$ cat config.mk
export PLATFORM = sky130hd
export DESIGN_NAME = gtr_back
export DESIGN_NICKNAME = d
export VERILOG_FILES = /design/src/rtl/gtr_pkg.sv /design/src/rtl/gtr_back.sv
export SDC_FILE = /design/constraint.sdc
export NUM_CORES = 1
export LEC_CHECK = 0
export ABC_AREA = 0
export BUFFER_PORTS_ARGS = -buffer_cell sky130_fd_sc_hd__buf_2
export CORE_MARGIN = 2
export CORE_UTILIZATION = 61
export CTS_BUF_LIST = sky130_fd_sc_hd__clkbuf_2
export DETAILED_ROUTE_END_ITERATION = 6
export GPL_TIMING_DRIVEN = 0
export PLACE_DENSITY = 0.94
export SYNTH_ARGS = -nofsm -noshare
export SYNTH_HDL_FRONTEND = slang
export SYNTH_SLANG_ARGS = --single-unit
$ cat constraint.sdc
create_clock -name clk -period 9.8 [get_ports clk]
set_input_delay 1.47 -clock clk [delete_from_list [all_inputs] [get_ports clk]]
set_output_delay 1.47 -clock clk [all_outputs]
set_load 0.05 [all_outputs]
$ cat src/rtl/gtr_pkg.sv
package gtr_pkg;

    // Screen and character cell geometry
    localparam logic [8:0] SCREEN_WIDTH = 9'd240;
    localparam logic [7:0] CELL_W       = 8'd6;
    localparam logic [2:0] COL_LAST     = 3'd5;   // spacing column, always background
    localparam logic [2:0] ROW_LAST     = 3'd7;
    localparam logic [2:0] GLYPH_COL_TOP = 3'd4;

    // Printable code range and the substitute glyph
    localparam logic [7:0] FIRST_CODE = 8'd32;
    localparam logic [7:0] LAST_CODE  = 8'd127;
    localparam logic [7:0] SUBST_CODE = 8'h3F;    // question mark

    // Queue between front and back
    localparam int QUEUE_DEPTH = 2;
    localparam int QPTR_W      = (QUEUE_DEPTH > 1) ? $clog2(QUEUE_DEPTH) : 1;
    localparam int QCNT_W      = $clog2(QUEUE_DEPTH + 1);

    // Five column bytes, column 0 in the top byte, bit 0 of a byte is the top row
    typedef logic [39:0] glyph_t;

    typedef struct packed {
        logic [7:0]  x;
        logic [7:0]  y;
        glyph_t      glyph;
        logic [15:0] fg;
        logic [15:0] bg;
    } job_t;

    typedef struct packed {
        logic full;
        logic empty;
    } queue_stat_t;

    function automatic glyph_t glyph_rom(input logic [6:0] idx);
        glyph_t g;
        case (idx)
            7'd0:  g = 40'h0000000000;
            7'd1:  g = 40'h00005F0000;
            7'd2:  g = 40'h0007000700;
            7'd3:  g = 40'h147F147F14;
            7'd4:  g = 40'h242A7F2A12;
            7'd5:  g = 40'h2313086462;
            7'd6:  g = 40'h3649552250;
            7'd7:  g = 40'h0005030000;
            7'd8:  g = 40'h001C224100;
            7'd9:  g = 40'h0041221C00;
            7'd10: g = 40'h14083E0814;
            7'd11: g = 40'h08083E0808;
            7'd12: g = 40'h0050300000;
            7'd13: g = 40'h0808080808;
            7'd14: g = 40'h0060600000;
            7'd15: g = 40'h2010080402;
            7'd16: g = 40'h3E5149453E;
            7'd17: g = 40'h00427F4000;
            7'd18: g = 40'h7249494946;
            7'd19: g = 40'h2141454B31;
            7'd20: g = 40'h1814127F10;
            7'd21: g = 40'h2745454539;
            7'd22: g = 40'h3C4A494930;
            7'd23: g = 40'h0171090503;
            7'd24: g = 40'h3649494936;
            7'd25: g = 40'h064949291E;
            7'd26: g = 40'h0036360000;
            7'd27: g = 40'h0056360000;
            7'd28: g = 40'h0814224100;
            7'd29: g = 40'h1414141414;
            7'd30: g = 40'h0041221408;
            7'd31: g = 40'h0201590906;
            7'd32: g = 40'h3E415D594E;
            7'd33: g = 40'h7E1111117E;
            7'd34: g = 40'h7F49494936;
            7'd35: g = 40'h3E41414122;
            7'd36: g = 40'h7F4141221C;
            7'd37: g = 40'h7F49494941;
            7'd38: g = 40'h7F09090901;
            7'd39: g = 40'h3E41415173;
            7'd40: g = 40'h7F0808087F;
            7'd41: g = 40'h00417F4100;
            7'd42: g = 40'h2040413F01;
            7'd43: g = 40'h7F08142241;
            7'd44: g = 40'h7F40404040;
            7'd45: g = 40'h7F020C027F;
            7'd46: g = 40'h7F0408107F;
            7'd47: g = 40'h3E4141413E;
            7'd48: g = 40'h7F09090906;
            7'd49: g = 40'h3E4151215E;
            7'd50: g = 40'h7F09192946;
            7'd51: g = 40'h4649494931;
            7'd52: g = 40'h01017F0101;
            7'd53: g = 40'h3F4040403F;
            7'd54: g = 40'h1F2040201F;
            7'd55: g = 40'h3F4038403F;
            7'd56: g = 40'h6314081463;
            7'd57: g = 40'h0708700807;
            7'd58: g = 40'h6151494543;
            7'd59: g = 40'h007F414100;
            7'd60: g = 40'h0204081020;
            7'd61: g = 40'h0041417F00;
            7'd62: g = 40'h0402010204;
            7'd63: g = 40'h4040404040;
            7'd64: g = 40'h0001020400;
            7'd65: g = 40'h2054545478;
            7'd66: g = 40'h7F48444438;
            7'd67: g = 40'h3844444420;
            7'd68: g = 40'h384444487F;
            7'd69: g = 40'h3854545418;
            7'd70: g = 40'h087E090102;
            7'd71: g = 40'h0C5252523E;
            7'd72: g = 40'h7F08040478;
            7'd73: g = 40'h00447D4000;
            7'd74: g = 40'h2040443D00;
            7'd75: g = 40'h7F10284400;
            7'd76: g = 40'h00417F4000;
            7'd77: g = 40'h7C04180478;
            7'd78: g = 40'h7C08040478;
            7'd79: g = 40'h3844444438;
            7'd80: g = 40'h7C14141408;
            7'd81: g = 40'h081414187C;
            7'd82: g = 40'h7C08040408;
            7'd83: g = 40'h4854545420;
            7'd84: g = 40'h043F444020;
            7'd85: g = 40'h3C4040207C;
            7'd86: g = 40'h1C2040201C;
            7'd87: g = 40'h3C4030403C;
            7'd88: g = 40'h4428102844;
            7'd89: g = 40'h0C5050503C;
            7'd90: g = 40'h4464544C44;
            7'd91: g = 40'h0008364100;
            7'd92: g = 40'h00007F0000;
            7'd93: g = 40'h0041360800;
            7'd94: g = 40'h0804081008;
            7'd95: g = 40'h7F4141417F;
            default: g = 40'h0201590906;
        endcase
        return g;
    endfunction

endpackage

$ cat src/rtl/gtr_back.sv
module gtr_back (
    input  logic                 clk,
    input  logic                 rst_n,
    input  gtr_pkg::job_t        head_job,
    input  gtr_pkg::queue_stat_t q_stat,
    output logic                 pop,
    output logic                 m_tvalid,
    input  logic                 m_tready,
    output logic [31:0]          m_tdata,
    output logic                 m_tlast
);

    gtr_pkg::job_t job_reg, job_next, src;
    logic          active_reg, active_next;
    logic [2:0]    col_reg, col_next, col;
    logic [2:0]    row_reg, row_next, row;
    logic [2:0]    gcol;
    logic          tvalid_reg;
    logic [31:0]   tdata_reg, tdata_next;
    logic          tlast_reg, tlast_next;
    logic          free, have, emit, last, lit;

    assign free = !tvalid_reg || m_tready;
    assign have = active_reg || !q_stat.empty;
    assign emit = free && have;
    assign pop  = emit && !active_reg;

    always_comb
    begin
        src  = active_reg ? job_reg : head_job;
        col  = active_reg ? col_reg : '0;
        row  = active_reg ? row_reg : '0;
        last = (col == gtr_pkg::COL_LAST) && (row == gtr_pkg::ROW_LAST);
        gcol = gtr_pkg::GLYPH_COL_TOP - col;
        // spacing column is background; bottom row reads a zero bit from the font
        lit  = (col != gtr_pkg::COL_LAST) && src.glyph[{gcol, row}];

        tdata_next = {lit ? src.fg : src.bg, src.y + {5'd0, row}, src.x + {5'd0, col}};
        tlast_next = last;

        job_next    = job_reg;
        active_next = active_reg;
        col_next    = col_reg;
        row_next    = row_reg;
        if (emit)
        begin
            job_next    = src;
            active_next = !last;
            if (col == gtr_pkg::COL_LAST)
            begin
                col_next = '0;
                row_next = row + 1'b1;
            end
            else
            begin
                col_next = col + 1'b1;
                row_next = row;
            end
        end
    end

    always_ff @(posedge clk or negedge rst_n)
    begin
        if (!rst_n)
        begin
            active_reg <= 1'b0;
            tvalid_reg <= 1'b0;
            col_reg    <= '0;
            row_reg    <= '0;
        end
        else
        begin
            active_reg <= active_next;
            col_reg    <= col_next;
            row_reg    <= row_next;
            if (free)
            begin
                tvalid_reg <= have;
            end
        end
    end

    always_ff @(posedge clk)
    begin
        job_reg <= job_next;
        if (emit)
        begin
            tdata_reg <= tdata_next;
            tlast_reg <= tlast_next;
        end
    end

    assign m_tvalid = tvalid_reg;
    assign m_tdata  = tdata_reg;
    assign m_tlast  = tlast_reg;

    a_pop_when_idle: assert property (@(posedge clk) disable iff (!rst_n)
        pop |-> !active_reg)
        else $error("job taken while a cell is still in progress");
    a_cell_continues: assert property (@(posedge clk) disable iff (!rst_n)
        (emit && !last) |=> active_reg)
        else $error("cell ended before its last pixel");
    a_last_ends_cell: assert property (@(posedge clk) disable iff (!rst_n)
        (emit && last) |=> (!active_reg && m_tvalid && m_tlast))
        else $error("last pixel did not close the cell");

endmodule

## Word-level counts from Yosys, hierarchy flattened

Index checks and enable logic that the tools add are counted.

| operators by class | value |
|---|---|
| reduce and logical (&&, ||, !) cells | 10 |
| order comparisons | 1 |
| muxes and demuxes | 8 |
| shift operators | 0 |
| $mul | 0 |
| bitwise operators | 0 |
| equal/unequal tests | 3 |
| add/sub/neg operators | 5 |
| divide/modulo/power cells | 0 |

Operators by type and width:

| cell | count |
|---|---|
| $mux W88 | 1 |
| $add A8 B3 Y8 | 2 |
| $mux W16 | 1 |
| $mux W3 | 4 |
| $lt A6 B7 Y1 const B | 1 |
| $add A3 B1 Y3 const B | 2 |
| $bmux W1 S6 | 1 |
| $eq A3 B3 Y1 const B | 2 |
| $logic_and A1 B1 Y1 | 4 |
| $logic_not A1 Y1 | 4 |
| $ne A3 B3 Y1 const B | 1 |
| $sub A3 B3 Y3 const A | 1 |
| $logic_or A1 B1 Y1 | 2 |
| $mux W1 | 1 |

| storage, ports and cells | value |
|---|---|
| logic and storage cells | 38 |
| memories kept | 0 |
| ROM bits | 0 |
| memory bits (writable) | 0 |
| input port bits | 93 |
| bits in latches | 0 |
| flip-flop bits (word level) | 129 |

## Logic depth before layout (Yosys ltp)

| logic depth | value |
|---|---|
| depth after elaboration | 6 |
| mapped depth | 14 |
| mapped depth without buffers | 9 |

## Least setup slack after synthesis

Ideal clock, no wire load.

| timing path | value |
|---|---|
| path kind | input to register |
| from | input m_tready |
| to | register row_reg[1] |
| setup time | 0.066 ns |
| data required time | 9.734 ns |
| setup slack | 5.010 ns |
| cell stages on the path | 6 |
| arrival | 4.724 ns |
| path buffers | 0 |
| cell sequence | nand2b_1 o21ai_1 inv_1 nand2_1 o21ai_0 a22o_1 |

| on the way | value |
|---|---|
| longest elaborated chain between the ends | 2 |

Ends and longest elaborated chain:

| item | line | text |
|---|---|---|
| start, declared | gtr_back.sv:8 | `input logic m_tready,` |
| $logic_or A1 B1 Y1 | gtr_back.sv:23 | `assign free = !tvalid_reg \|\| m_tready;` |
| $logic_and A1 B1 Y1 | gtr_back.sv:25 | `assign emit = free && have;` |
| named net emit | gtr_back.sv:21 | `logic free, have, emit, last, lit;` |
| end signal, assigned | gtr_back.sv:75 | `row_reg <= row_next;` |
| end, declared | gtr_back.sv:16 | `logic [2:0] row_reg, row_next, row;` |

The timed path passes the listed nets, and every way through them passes these cells.
A chain may end at the register's enable or synchronous reset.

## Worst setup path in the final report

| timing path | value |
|---|---|
| from | register active_reg |
| to | output pop |

| on the way | value |
|---|---|
| longest elaborated chain between the ends | 3 |
| elaborated cells on any way between the ends | 4 |
| classes of those cells | reduce/logical: 4 |

Ends and longest elaborated chain:

| item | line | text |
|---|---|---|
| start, declared | gtr_back.sv:14 | `logic active_reg, active_next;` |
| start signal, assigned | gtr_back.sv:73 | `active_reg <= active_next;` |
| $logic_or A1 B1 Y1 | gtr_back.sv:24 | `assign have = active_reg \|\| !q_stat.empty;` |
| $logic_and A1 B1 Y1 | gtr_back.sv:25 |  |
| $logic_and A1 B1 Y1 * | gtr_back.sv:26 | `assign pop = emit && !active_reg;` |
| end, declared | gtr_back.sv:6 | `output logic pop,` |

Every way passes the cells marked *; elsewhere a longest branch is shown, timed or not.

==> impl_results.md <==
- Clock Path Buffers: 2
- Run status: finished, final reports clean
- Data required time at the worst endpoint: 8330 ps
- Minimum clock period: 4560 ps
- Cell depth of the worst flop-to-flop path: 14
- Total detailed-routing wirelength: 12200 um
- Cell row count: 36
- Synthesized area divided by synthesized cell count: 16.0 um2
- Post-route cell area: 7220 um2
- Origin of the critical flop-to-flop path: active_reg
- Proportion of register bits with asynchronous set or reset after synthesis: 6.20%
- Final Util: 73.6%
- Kind of cell adding the most delay to the critical path: buffers and inverters
- Area share of the largest cell type after synthesis: 58.8%
- Cells along the critical path: buf_2 -> buf_2 -> buf_2 -> clkbuf_1 -> clkbuf_1 -> nor2_1 -> buf_2
- Final worst-path cycle share: 46.5%
- Hold path cells: 2
- Combined flip-flop and latch cell area: 3830 um2
- Starting density of the core: 62.9%
- Most common library cell in the layout ignoring fill and taps: buf_2
- Initial antenna violation count: 0
- Global routing usage summed across all routing layers: 23.0%
- Crit path max-delay cell type: clkbuf_1
- Root buffer cell: clkbuf_2
- Maximum fanout along the worst path: 10
- Finish-stage setup viols: 0
- Net count after synthesis: 491
- Global-route wire length before repair: 19400 um
- Type of origin of the critical path: flop
- Largest net degree at the start of global routing: 75
- Synth Instances: 385
- Cell area after placement: 7000 um2
- Worst setup slack before clock tree synthesis: 5250 ps
- Remaining Overflow, GRT: 0
- Endpoint kind of the worst setup timing path: output port
- Main area contributors after synthesis: edfxtp_1 (59%), mux2_2 (15%), dfrtp_1 (3.2%), mux2i_1 (2.8%), mux2_4 (2.4%)
- Library cell occupying the most area in the post-synthesis netlist: edfxtp_1
- Critical Path Start: active_reg
- Layout cell share with drive strength beyond 1: 49.6%
- Detailed Route Iter0 Violations: 207
- Start-to-end type of the worst setup path: reg -> out
- Cell mode on critical path: buf_2
- Fill cell instance count of the final layout: 665
- Clock insertion delay at the later pin of the skew report: 650 ps
- DR vias/cell: 5.53
- Setup repair after global routing missed its margin: false
- Number of sinks handled by clock tree synthesis: 129
- Min-Delay Path Class: reg -> reg
- Flip-flop count of the largest register after layout: 88
- Combined area of the multi-input logic cells: 2170 um2
- H-Tree Level Count: 4
- Top-level I/O count: 128
- Highest Clock Rate: 0.219 GHz
- Number of detailed-route iterations in the first pass: 4
- Post-detailed-route count of antenna-violating nets: 0
- Number of buffers added to fix hold violations after cts: 0
- Largest stage delay on the critical path: 440 ps
- Width of the die: 105 um
- WHS Endpoint: col_reg[1]
- Sequential element share of the synthesized area: 62.1%
- Die ar.: 10900 um2
- Total CTS buffers: 17
- Total number of vias: 3742
- Die extent in y: 105 um
- Placer Congestion: 0.916
- Post-Syn Area: 6180 um2
- Number of enable-type register cells in the synthesized netlist: 121
- CTS tree: done
- Most instantiated flip-flop cell in the synthesis netlist: edfxtp_1
- Setup Fix Bufs, Post-CTS: 0
- Residual DRC: 0
- Setup_tns: 0 ps
- Detail-routed net length per standard cell: 18.0 um
- Worst path buffer plus inverter count: 6
- Syn. warnings: 0
- Final #Nets: 637
- Max rail drop VDD: 0.186 mV
- Cell leakage power: 0.00300 uW
- Worst clock skew: 24.4 ps
- Power per standard cell area: 414 nW/um2
- Number of different library cells in the post-synthesis netlist: 46
- Core outline area: 9820 um2
- Hold_sp: col_reg[1]
- Count of max-cap constraint violations: 0
- Buffers added on ports: 126
- Transition time of the tightest slew-check pin: 764 ps
- Final critical-path setup slack: 5240 ps
- Clock-pin slew on the worst setup and hold paths: 180 ps
- Final hold violation count: 0
- Area growth syn-to-layout: 17.0%
- Total of cells resized after clock tree synthesis: 0
- Diode count: 0
- Worst Path Arrival: 3090 ps
- Detailed-placement wirelength estimate: 8880 um
- Synth Register Bits: 129
- Worst slew slack as a fraction of its limit: 48.7%
- Most used cells in the layout excluding fill and tap cells: buf_2 (134), edfxtp_1 (121), mux2_2 (84), nand2_1 (20)
- Crit path depth: 7
- Slack of the worst reg-to-reg path: 5240 ps
- Post-Route Hold Slack: 540 ps
- Vias in the first global route: 3909
- Slew Limit Fails: 0
- Terminus of the critical flop-to-flop path: m_tdata[29]
==> kinds of logic (layout without fill, tap and decap cells) <==
kind of cell	count (synthesis)	after routing	synth area share, %
flops	129	129	62.1
fa+ha+maj	13	13	2.88
simple gates	48	48	3.81
buf+inv	35	194	2.73
xor+xnor	12	12	1.70
compound gates	30	30	3.65
mux	118	118	23.2
==> routing by layer <==
| metal | share of wire [%] | track usage (%) |
|---|---|---|
| met5 | 0 | 0 |
| met4 | 1.9 | 8.48 |
| met3 | 6.6 | 5.86 |
| met2 | 51 | 39.6 |
| met1 | 40 | 28.1 |
==> final cells by class <==
| cell class | count | share of cell area, % |
|---|---|---|
| buffer | 17 | 1.40 |
| multi-input combinational | 221 | 30.1 |
| tap | 133 | 2.30 |
| inverter | 18 | 0.970 |
| sequential | 129 | 53.1 |
| clock inverter | 15 | 1.87 |
| timing repair buffer | 127 | 9.11 |
| clock buffer | 17 | 1.18 |
==> Yosys cell counts, types with 2 or more instances <==
cell type	number
clkbuf_1	3
dfrtp_1	8
nor2b_1	4
xnor2_1	10
ha_1	11
o2111ai_1	2
nand3b_1	2
mux4_1	2
nand2b_1	3
mux2i_1	17
mux2_4	10
mux2_2	84
and2_1	2
a21oi_1	6
a21o_1	3
nand2_1	20
buf_2	8
inv_1	18
nor3_1	4
fa_1	2
mux4_2	5
xor2_1	2
edfxtp_1	121
o21ai_0	7
a22o_1	3
buf_1	3
nor2_1	6
==> tightest hold or removal path: stages (launching register included) <==
cell and delay (ps):
dfrtp_1 400, nand2_1 50, o21ai_0 70
==> per-stage QoR <==
| stage | total power (uW) | instances |
|---|---|---|
| floorplan | 2360 | 385 |
| global placement | 2620 | 644 |
| finish | 2990 | 677 |
| CTS | 3010 | 677 |
| detailed placement | 2710 | 645 |
| global route | 3160 | 677 |
==> where the power goes <==
group	internal, uW	total (uW)	leakage [uW]	switching (uW)
clock network	93.6	297	0.000127	204
registers	1020	1110	0.00127	94.3
logic	697	1590	0.00161	890
total	1810	2990	0.00300	1190
==> worst max path at each step <==
| stage | endpoint | slack (ps) |
|---|---|---|
| 2_1_floorplan | row_reg[1] | 5010 |
| 3_3_place_gp | row_reg[1] | 3870 |
| 3_5_place_dp | m_tdata[29] | 5250 |
| 4_1_cts | pop | 5120 |
| 5_1_grt | m_tdata[28] | 4970 |
| 6_report | pop | 5240 |
No activity file was read; power rests on OpenSTA's default activity.
