===== src/rtl/gtr_pkg.sv =====
package gtr_pkg;

    // Screen and character cell geometry
    localparam logic [8:0] SCREEN_WIDTH = 9'd240;
    localparam logic [7:0] CELL_W       = 8'd6;
    localparam logic [2:0] COL_LAST     = 3'd5;   // spacing column, always background
    localparam logic [2:0] ROW_LAST     = 3'd7;
    localparam logic [2:0] GLYPH_COL_TOP = 3'd4;

    // Printable code range and the substitute glyph
    localparam logic [7:0] FIRST_CODE = 8'd32;
    localparam logic [7:0] LAST_CODE  = 8'd127;
    localparam logic [7:0] SUBST_CODE = 8'h3F;    // question mark

    // Queue between front and back
    localparam int QUEUE_DEPTH = 2;
    localparam int QPTR_W      = (QUEUE_DEPTH > 1) ? $clog2(QUEUE_DEPTH) : 1;
    localparam int QCNT_W      = $clog2(QUEUE_DEPTH + 1);

    // Five column bytes, column 0 in the top byte, bit 0 of a byte is the top row
    typedef logic [39:0] glyph_t;

    typedef struct packed {
        logic [7:0]  x;
        logic [7:0]  y;
        glyph_t      glyph;
        logic [15:0] fg;
        logic [15:0] bg;
    } job_t;

    typedef struct packed {
        logic full;
        logic empty;
    } queue_stat_t;

    function automatic glyph_t glyph_rom(input logic [6:0] idx);
        glyph_t g;
        case (idx)
            7'd0:  g = 40'h0000000000;
            7'd1:  g = 40'h00005F0000;
            7'd2:  g = 40'h0007000700;
            7'd3:  g = 40'h147F147F14;
            7'd4:  g = 40'h242A7F2A12;
            7'd5:  g = 40'h2313086462;
            7'd6:  g = 40'h3649552250;
            7'd7:  g = 40'h0005030000;
            7'd8:  g = 40'h001C224100;
            7'd9:  g = 40'h0041221C00;
            7'd10: g = 40'h14083E0814;
            7'd11: g = 40'h08083E0808;
            7'd12: g = 40'h0050300000;
            7'd13: g = 40'h0808080808;
            7'd14: g = 40'h0060600000;
            7'd15: g = 40'h2010080402;
            7'd16: g = 40'h3E5149453E;
            7'd17: g = 40'h00427F4000;
            7'd18: g = 40'h7249494946;
            7'd19: g = 40'h2141454B31;
            7'd20: g = 40'h1814127F10;
            7'd21: g = 40'h2745454539;
            7'd22: g = 40'h3C4A494930;
            7'd23: g = 40'h0171090503;
            7'd24: g = 40'h3649494936;
            7'd25: g = 40'h064949291E;
            7'd26: g = 40'h0036360000;
            7'd27: g = 40'h0056360000;
            7'd28: g = 40'h0814224100;
            7'd29: g = 40'h1414141414;
            7'd30: g = 40'h0041221408;
            7'd31: g = 40'h0201590906;
            7'd32: g = 40'h3E415D594E;
            7'd33: g = 40'h7E1111117E;
            7'd34: g = 40'h7F49494936;
            7'd35: g = 40'h3E41414122;
            7'd36: g = 40'h7F4141221C;
            7'd37: g = 40'h7F49494941;
            7'd38: g = 40'h7F09090901;
            7'd39: g = 40'h3E41415173;
            7'd40: g = 40'h7F0808087F;
            7'd41: g = 40'h00417F4100;
            7'd42: g = 40'h2040413F01;
            7'd43: g = 40'h7F08142241;
            7'd44: g = 40'h7F40404040;
            7'd45: g = 40'h7F020C027F;
            7'd46: g = 40'h7F0408107F;
            7'd47: g = 40'h3E4141413E;
            7'd48: g = 40'h7F09090906;
            7'd49: g = 40'h3E4151215E;
            7'd50: g = 40'h7F09192946;
            7'd51: g = 40'h4649494931;
            7'd52: g = 40'h01017F0101;
            7'd53: g = 40'h3F4040403F;
            7'd54: g = 40'h1F2040201F;
            7'd55: g = 40'h3F4038403F;
            7'd56: g = 40'h6314081463;
            7'd57: g = 40'h0708700807;
            7'd58: g = 40'h6151494543;
            7'd59: g = 40'h007F414100;
            7'd60: g = 40'h0204081020;
            7'd61: g = 40'h0041417F00;
            7'd62: g = 40'h0402010204;
            7'd63: g = 40'h4040404040;
            7'd64: g = 40'h0001020400;
            7'd65: g = 40'h2054545478;
            7'd66: g = 40'h7F48444438;
            7'd67: g = 40'h3844444420;
            7'd68: g = 40'h384444487F;
            7'd69: g = 40'h3854545418;
            7'd70: g = 40'h087E090102;
            7'd71: g = 40'h0C5252523E;
            7'd72: g = 40'h7F08040478;
            7'd73: g = 40'h00447D4000;
            7'd74: g = 40'h2040443D00;
            7'd75: g = 40'h7F10284400;
            7'd76: g = 40'h00417F4000;
            7'd77: g = 40'h7C04180478;
            7'd78: g = 40'h7C08040478;
            7'd79: g = 40'h3844444438;
            7'd80: g = 40'h7C14141408;
            7'd81: g = 40'h081414187C;
            7'd82: g = 40'h7C08040408;
            7'd83: g = 40'h4854545420;
            7'd84: g = 40'h043F444020;
            7'd85: g = 40'h3C4040207C;
            7'd86: g = 40'h1C2040201C;
            7'd87: g = 40'h3C4030403C;
            7'd88: g = 40'h4428102844;
            7'd89: g = 40'h0C5050503C;
            7'd90: g = 40'h4464544C44;
            7'd91: g = 40'h0008364100;
            7'd92: g = 40'h00007F0000;
            7'd93: g = 40'h0041360800;
            7'd94: g = 40'h0804081008;
            7'd95: g = 40'h7F4141417F;
            default: g = 40'h0201590906;
        endcase
        return g;
    endfunction

endpackage


===== src/rtl/gtr_queue.sv =====
module gtr_queue (
    input  logic                clk,
    input  logic                rst_n,
    input  logic                push,
    input  gtr_pkg::job_t       push_job,
    input  logic                pop,
    output gtr_pkg::job_t       head_job,
    output gtr_pkg::queue_stat_t stat
);

    gtr_pkg::job_t                mem_reg [gtr_pkg::QUEUE_DEPTH];
    logic [gtr_pkg::QPTR_W-1:0]   wr_ptr_reg, wr_ptr_next;
    logic [gtr_pkg::QPTR_W-1:0]   rd_ptr_reg, rd_ptr_next;
    logic [gtr_pkg::QCNT_W-1:0]   count_reg, count_next;

    localparam logic [gtr_pkg::QPTR_W-1:0] PTR_LAST = gtr_pkg::QPTR_W'(gtr_pkg::QUEUE_DEPTH - 1);
    localparam logic [gtr_pkg::QCNT_W-1:0] CNT_FULL = gtr_pkg::QCNT_W'(gtr_pkg::QUEUE_DEPTH);

    assign stat.full  = (count_reg == CNT_FULL);
    assign stat.empty = (count_reg == '0);
    assign head_job   = mem_reg[rd_ptr_reg];

    always_comb
    begin
        wr_ptr_next = wr_ptr_reg;
        rd_ptr_next = rd_ptr_reg;
        count_next  = count_reg;
        if (push)
        begin
            wr_ptr_next = (wr_ptr_reg == PTR_LAST) ? '0 : wr_ptr_reg + 1'b1;
        end
        if (pop)
        begin
            rd_ptr_next = (rd_ptr_reg == PTR_LAST) ? '0 : rd_ptr_reg + 1'b1;
        end
        if (push && !pop)
        begin
            count_next = count_reg + 1'b1;
        end
        else if (pop && !push)
        begin
            count_next = count_reg - 1'b1;
        end
    end

    always_ff @(posedge clk or negedge rst_n)
    begin
        if (!rst_n)
        begin
            wr_ptr_reg <= '0;
            rd_ptr_reg <= '0;
            count_reg  <= '0;
        end
        else
        begin
            wr_ptr_reg <= wr_ptr_next;
            rd_ptr_reg <= rd_ptr_next;
            count_reg  <= count_next;
        end
    end

    always_ff @(posedge clk)
    begin
        if (push)
        begin
            mem_reg[wr_ptr_reg] <= push_job;
        end
    end

    a_no_push_full: assert property (@(posedge clk) disable iff (!rst_n)
        !(push && stat.full))
        else $error("push into full queue");
    a_no_pop_empty: assert property (@(posedge clk) disable iff (!rst_n)
        !(pop && stat.empty))
        else $error("pop from empty queue");
    a_count_bound: assert property (@(posedge clk) disable iff (!rst_n)
        count_reg <= CNT_FULL)
        else $error("queue count beyond depth");

endmodule


===== config.mk =====
export PLATFORM = sky130hd
export DESIGN_NAME = gtr_queue
export DESIGN_NICKNAME = d
export VERILOG_FILES = /design/src/rtl/gtr_pkg.sv /design/src/rtl/gtr_queue.sv
export SDC_FILE = /design/constraint.sdc
export NUM_CORES = 1
export LEC_CHECK = 0
export BUFFER_PORTS_ARGS = -buffer_cell sky130_fd_sc_hd__buf_2
export CAP_MARGIN = 20
export CORE_MARGIN = 10
export CORE_UTILIZATION = 45
export CTS_CLUSTER_DIAMETER = 50
export DETAILED_ROUTE_END_ITERATION = 6
export PLACE_DENSITY_LB_ADDON = 0.25
export SYNTH_ARGS = -nofsm -noshare
export SYNTH_HDL_FRONTEND = slang
export SYNTH_SLANG_ARGS = --single-unit
export TNS_END_PERCENT = 30

===== constraint.sdc =====
create_clock -name clk -period 8.2 [get_ports clk]
set_input_delay 1.23 -clock clk [delete_from_list [all_inputs] [get_ports clk]]
set_output_delay 1.23 -clock clk [all_outputs]
set_load 0.01 [all_outputs]

* Word-level counts from Yosys, hierarchy flattened
Memories as Yosys holds them, arrays and structs flattened.
Index checks and enable logic that the tools add are counted.
** Storage, ports and cells
- Output and inout port bits :: 90
- RAM bits :: 176
- Memories :: 1
- Latch bits :: 0
- Input port bits :: 92
- Bits in read-only memories :: 0
- Bits in registers :: 4
- Logic and storage cells :: 21
** Memory list
- mem_reg :: depth 2, bits a word 88, read ports 1, clocked after memory_dff 0, write ports 1, RTL line gtr_queue.sv:11 : gtr_pkg::job_t mem_reg [gtr_pkg::QUEUE_DEPTH];
** Operators by class
- Divide/modulo/power cells :: 0
- $mul :: 0
- Muxes and demuxes :: 6
- Add/subtract/negate cells :: 4
- Equal/unequal tests :: 1
- Shift-type cells :: 0
- Order comparisons :: 0
- Reductions and logical operators :: 6
- Bitwise logic cells :: 0
** Operator list (count)
- 2-to-1 mux 1 bit :: 4
- 2-to-1 mux 2 bit :: 2
- adder 1 bit (second input constant) :: 2
- adder 2 x 1 -> 2 bit (second input constant) :: 1
- equality test 2 bit (second input constant) :: 1
- logical AND 1 bit :: 2
- logical NOT 1 bit :: 2
- logical NOT 2 bit :: 1
- nonzero test 2 bit :: 1
- subtractor 2 x 1 -> 2 bit (second input constant) :: 1

* Logic depth before layout (Yosys ltp)
Gate-level depths: netlist (run 1).
- Word-level depth :: 4
- Gate-level depth with buffers :: 5
- Gate-level depth less buffers :: 5

* Least setup slack after synthesis (run 1)
OpenSTA, ideal clock, no wires.
- Path type :: input-to-reg
- From :: input push
- To :: memory mem_reg[0][0] in the netlist's numbering (enable)
- Data arrival time :: 5.070 ns
- Library setup time :: 0.546 ns
- Slack :: 2.585 ns
- Stages :: 1
- Buffers on the path :: 0
- Required time :: 7.654 ns
- Cell sequence :: nor2b_1
** Between the ends
- Longest elaborated chain between the ends :: 2
** Ends and longest elaborated chain
- start: declaration :: RTL line gtr_queue.sv:4 : input logic push,
- 2-to-1 mux 1 bit :: RTL line gtr_queue.sv:64 : if (push)
- 2-to-1 mux 1 bit (implied by the code) :: RTL line gtr_queue.sv:66 : mem_reg[wr_ptr_reg] <= push_job;
- end: declaration :: RTL line gtr_queue.sv:11
Every way passes these cells.

==> results of run 1 <==
[final timing paths]
path	slack (ns)	start	depth (start not counted)	end
max	4.49	rd_ptr_reg$_DFFE_PN0P_	3	head_job[59]
min	0.51	count_reg[1]$_DFFE_PN0P_	1	count_reg[1]$_DFFE_PN0P_
max reg2reg	6.18	wr_ptr_reg$_DFFE_PN0P_	2	mem_reg[1][46]$_DFFE_PP_
min reg2reg	0.51	count_reg[1]$_DFFE_PN0P_	1	count_reg[1]$_DFFE_PN0P_
max in group asynchronous	7.44	rst_n	1	rd_ptr_reg$_DFFE_PN0P_
min in group asynchronous	0.61	rst_n	1	wr_ptr_reg$_DFFE_PN0P_
[metal layers]
layer / routed length, um / track usage
met5: 7 / 0
met3: 1098 / 0.06080
met4: 161 / 0.04891
met1: 5743 / 0.1596
met2: 6040 / 0.1973
[cell type report]
cell class / count / area (um2)
inverters: 1 / 3.754
fillers: 1141 / 6140
diodes: 1 / 2.502
flip-flops and latches: 180 / 5389
clock inverters: 13 / 160.2
repair buffers: 185 / 948.4
clock buffers: 18 / 429.2
multi-input cells: 99 / 1121
well taps: 184 / 230.2
[metrics by stage]
stage / instances / hold slack, ns
after floorplan: 290 / 0.4555
after global placement: 648 / 0.4787
after detailed placement: 648 / 0.4867
after CTS: 679 / 0.5096
after global routing: 680 / 0.5313
final: 681 / 0.5095
[power by group]
| group | internal (mW) | leakage [nW] | switching [mW] |
|---|---|---|---|
| Sequential | 1.22 | 1.70 | 0.0580 |
| Clock | 0.477 | 0.277 | 0.327 |
| Combinational | 0.371 | 1.18 | 0.422 |
| Total | 2.07 | 3.15 | 0.807 |
[cells in the mapped netlist (all sizes together)]
library cell	n	area [um2]
ha	1	12.51
edfxtp	176	5285
dfrtp	4	100.1
xor2	4	35.03
nor2	2	7.510
inv	1	3.750
mux2	88	1028
nor2b	2	12.51
and2	1	6.260
buf	10	68.81
xnor2	1	8.760
[logic make-up after synthesis]
logic type,Yosys count
flip-flops,180
multiplexers,88
buffers and inverters,11
XOR/XNOR,5
AND/OR/NAND/NOR,5
adder cells (fa/ha/maj),1
[worst reg2reg max path, delay by kind of cell, from the launching register on]
family,cells,cell delay (ns)
buffers and inverters,1,0.69
AND/OR/NAND/NOR,1,0.52
flip-flops,1,0.42
==> run summary, run 1 <==
DR vias: 3348
most common cell after layout, fill and taps aside: buf_2
CTS resizes: 0
CTS tree: done
HPWL after detailed placement: 8.895 mm
Least-Margin Pin Slew: 1.024 ns
register bit total from synthesis: 180
kind of end point of the critical path: primary output
GRT Total Usage: 0.1304
I/O pin count: 182
initial antenna violation count: 1
deepest clock path buffer count: 2
yosys warns: 0
post-route ant nets: 0
post-layout net count: 577
crit-path leading delay family: buffers and inverters
hold crit path type: flip-flop to flip-flop
setup violators final: 0
vias in the first global route: 3718
layout cell share with drive strength beyond 1: 0.6129
Placer Congestion: 0.7228
final core occ: 0.5743
Post-Synth Adder-Cell Area: 0.001905
drt total wl: 13.05 mm
Buf/Inv on CP: 2
mapped cell area: 6569 um2
post-synthesis cell count: 290
syn avg cell area: 22.65 um2
Hold Fails Final Rpt: 0
initial core utilization: 0.4554
drt first pass iters: 4
Iter 0 DRT Violations: 136
Synth Area in Compound Gates: 0
worst-path fanout max: 76
Critical Path RT: 6.97 ns
most frequent cells in the layout: buf_2 (181), edfxtp_1 (176), mux2_2 (78), clkbuf_16 (17), mux2_4 (10)
MaxCap Viol Count: 0
Overall Power: 2.878 mW
clock slew at reported path FFs: 0.06 ns
DRC viols: 0
setup_tns: 0 ns
dpl ws: 4.719 ns
Rel. slew slack: 0.3173
Max rail drop VDD: 0.0001990 V
CP startpoint kind: flip-flop
worst-path cell chain: buf_4, mux2_2, buf_2
CP peak stage delay: 0.84 ns
placed cell area: 7672 um2
RSZ-0062 raised after global routing: no
largest family of logic cells by synthesized area: multiplexers
CP arrival: 2.48 ns
final worst-path cycle share: 0.4522
first-pass GRT wire length: 19.93 mm
clock skew: 0.005877 ns
Slowest-stage cell, CP: buf_4
clk_lat worst skew: 0.41 ns
Slew Viols, Final: 0
syn nets: 383
largest net degree at the start of global routing: 77
Final Worst Setup Slack: 4.492 ns
Seq/Total Area, Yosys: 0.8198
FP Rows: 44
Clock Sinks: 180
highest clock rate: 269.7 MHz
Syn-to-layout area delta: 26.11%
Die W: 140.8 um
outcome: completed
max reg flops: 176
kind of critical path: flip-flop to primary output
Synth Area in Simple Gates: 0.004000
DIE HEIGHT: 140.8 um
cell area power density: 347.4 nW/um2
drt wl/cell: 19.17 um
mux contribution to synthesized area: 0.1566
min Tclk post-route: 3.708 ns
vias per cell: 4.916
H-tree depth: 4
synth unique cells: 13
global route overflow: 0
Core Area: 14420 um2
Root Buffer: clkbuf_16
cts bufs inserted: 17
CTS Hold Bufs: 0
IO Port Bufs: 181
die footprint: 19830 um2
Post-Synth XOR/XNOR Area: 0.006667
Post-CTS Setup Bufs: 0
Design Area, Final: 8284 um2
P_leak: 3.152 nW
(Power assumes the default switching activity.)
==> run 2, diff against run 1 <==
==> constraint.sdc (replaced) <==
create_clock -name clk -period 3.1 [get_ports clk]
set_input_delay 0.465 -clock clk [delete_from_list [all_inputs] [get_ports clk]]
set_output_delay 0.465 -clock clk [all_outputs]
set_load 0.01 [all_outputs]
==> run 2 against run 1 <==
Total power grew to 2.6 times the previous value. Core utilization increased by 0.23 points. Flip-flop and latch count is the same. Critical path depth unchanged. Worst hold slack lost 0.28 ns. Combinational power rose to 2.5 times the previous value. Routed wire length shrank 1.9%. Final cell count rose by 0.44%. Non-clock buffer count increased by 2. Critical endpoint is now head_job[24]. Largest power group unchanged.
==> run summary, run 2 (synthesis gave the netlist of run 1 again) <==
Hold Path Cell Cnt: 1 (unchanged)
Slowest-stage cell, CP: dfrtp_4 (was buf_4)
DIE HEIGHT: 140.8 um (unchanged)
kind of end point of the critical path: primary output (unchanged)
Max rail drop VDD: 0.0004718 V (was 0.0001990 V)
initial antenna violation count: 2 (was 1)
reg-to-reg critical path startpoint: wr_ptr_reg$_DFFE_PN0P_ (unchanged)
Critical Path RT: 2.63 ns (was 6.97 ns)
placed cells: 650 (was 648)
initial core utilization: 0.4554 (unchanged)
largest net degree at the start of global routing: 65 (was 77)
IO Port Bufs: 181 (unchanged)
hold path start: push_job[61] (was count_reg[1]$_DFFE_PN0P_)
hold worst-path end: mem_reg[1][61]$_DFFE_PP_ (was count_reg[1]$_DFFE_PN0P_)
Die W: 140.8 um (unchanged)
MaxCap Viol Count: 0 (unchanged)
clock skew: 0.007043 ns (was 0.005877 ns)
Hold Fails Final Rpt: 0 (unchanged)
GRT Total Usage: 0.1280 (was 0.1304)
CP peak stage delay: 0.85 ns (was 0.84 ns)
Min Hold Slack: 0.2318 ns (was 0.5095 ns)
I/O pin count: 182 (unchanged)
most frequent cells in the layout: buf_2 (181), edfxtp_1 (176), mux2_2 (78), clkbuf_16 (17), mux2_4 (10) (unchanged)
FP Rows: 44 (unchanged)
worst r2r path cells: 2 (unchanged)
vias per cell: 4.870 (was 4.916)
die footprint: 19830 um2 (unchanged)
layout cell share with drive strength beyond 1: 0.6092 (was 0.6129)
min Tclk post-route: 2.650 ns
worst-path cell chain: buf_12, mux2_2, buf_2 (was buf_4, mux2_2, buf_2)
Reg2Reg Capture Point: mem_reg[0][31]$_DFFE_PP_ (was mem_reg[1][46]$_DFFE_PP_)
Core Area: 14420 um2 (unchanged)
clk_lat worst skew: 0.42 ns (was 0.41 ns)
CTS Hold Bufs: 1 (was 0)
Slew Viols, Final: 0 (unchanged)
global route overflow: 0 (unchanged)
CP arrival: 2.18 ns (was 2.48 ns)
post-route insts no fill: 684 (was 681)
setup_tns: 0 ns (unchanged)
DRC viols: 0 (unchanged)
CTS tree: done (unchanged)
post-layout net count: 579 (was 577)
hold crit path type: primary input to flip-flop (was flip-flop to flip-flop)
RSZ-0062 raised after global routing: no (unchanged)
drt total wl: 12.80 mm (was 13.05 mm)
Post-CTS Setup Bufs: 0 (unchanged)
first-pass GRT wire length: 19.51 mm (was 19.93 mm)
fillcell total: 1152 (was 1141)
Root Buffer: clkbuf_16 (unchanged)
highest clock rate: 377.4 MHz
DR vias: 3331 (was 3348)
cts bufs inserted: 17 (unchanged)
multi-input combinational cell area: 1121 um2 (unchanged)
max reg flops: 176 (unchanged)
drt wl/cell: 18.72 um (was 19.17 um)
kind of critical path: flip-flop to primary output (unchanged)
setup violators final: 0 (unchanged)
outcome: completed (unchanged)
P_leak: 3.165 nW (was 3.152 nW)
final worst-path cycle share: 0.8548
Reg area: 5389 um2 (unchanged)
deepest clock path buffer count: 2 (unchanged)
HPWL after detailed placement: 9.022 mm (was 8.895 mm)
most common cell after layout, fill and taps aside: buf_2 (unchanged)
vias in the first global route: 3632 (was 3718)
H-tree depth: 4 (unchanged)
Least-Margin Pin Slew: 0.6644 ns (was 1.024 ns)
worst-path fanout max: 46 (was 76)
Rel. slew slack: 0.5571 (was 0.3173)
drt first pass iters: 4 (unchanged)
Placer Congestion: 0.7310 (was 0.7228)
Clock Sinks: 180 (unchanged)
reg2reg setup slack: 1.36 ns (was 6.18 ns)
cell area power density: 913.7 nW/um2 (was 347.4 nW/um2)
CP startpoint kind: flip-flop (unchanged)
Syn-to-layout area delta: 26.61% (was 26.11%)
Iter 0 DRT Violations: 190 (was 136)
post-route ant nets: 0 (unchanged)
clock slew at reported path FFs: 0.06 ns (about the same)
CTS resizes: 0 (unchanged)
## run 2: layout make-up
cell class	instances	area share
Sequential cell	180	0.6480
Multi-Input combinational cell	99	0.1348
Timing Repair Buffer	187	0.1176
Clock buffer	18	0.05160
Tap cell	184	0.02768
Clock inverter	14	0.01956
Inverter	1	0.0004513
Antenna cell	1	0.0003009
## run 2: worst max-delay path: cells and delay by family (launching register included)
family   cells  cell delay, ns
buf+inv      2            0.48
flops        1            0.85
mux          1            0.39
## run 2: report_power, final
group	leakage (nW)	internal [mW]	switching, mW
sequential	1.70	3.23	0.235
combinational	1.19	0.997	1.03
clock	0.276	1.26	0.850
## run 2: metrics by stage
stage | setup WS [ns] | total power, mW | cell area [um2] | utilization
after global routing | 0.3147 | 7.990 | 8314 | 0.5764
after floorplan | 0.1453 | 4.786 | 6576 | -
final | 0.4502 | 7.599 | 8317 | 0.5766
after detailed placement | 0.8669 | 5.603 | 7712 | 0.5347
after global placement | 0.8684 | 5.569 | 7712 | 0.5347
after CTS | 0.3903 | 7.725 | 8314 | 0.5764
## run 2: how the worst max path moves through the flow
| stage | from | end | cells after the start |
|---|---|---|---|
| finish | rd_ptr_reg$_DFFE_PN0P_ | head_job[24] | 3 |
| global route | rd_ptr_reg$_DFFE_PN0P_ | head_job[24] | 3 |
| CTS | rd_ptr_reg$_DFFE_PN0P_ | head_job[24] | 3 |
| detailed placement | rd_ptr_reg$_DFFE_PN0P_ | head_job[83] | 3 |
| global placement | rd_ptr_reg$_DFFE_PN0P_ | head_job[24] | 3 |
| floorplan | push | mem_reg[1][0]$_DFFE_PP_ | 1 |
## run 2: metal layers
layer,vias up,global-route usage,part of all wire
met2,130,0.1975,0.47
met3,20,0.06416,0.096
met4,2,0.05815,0.018
li1,1545,-,-
met1,1634,0.1463,0.42
met5,-,0,0.0016
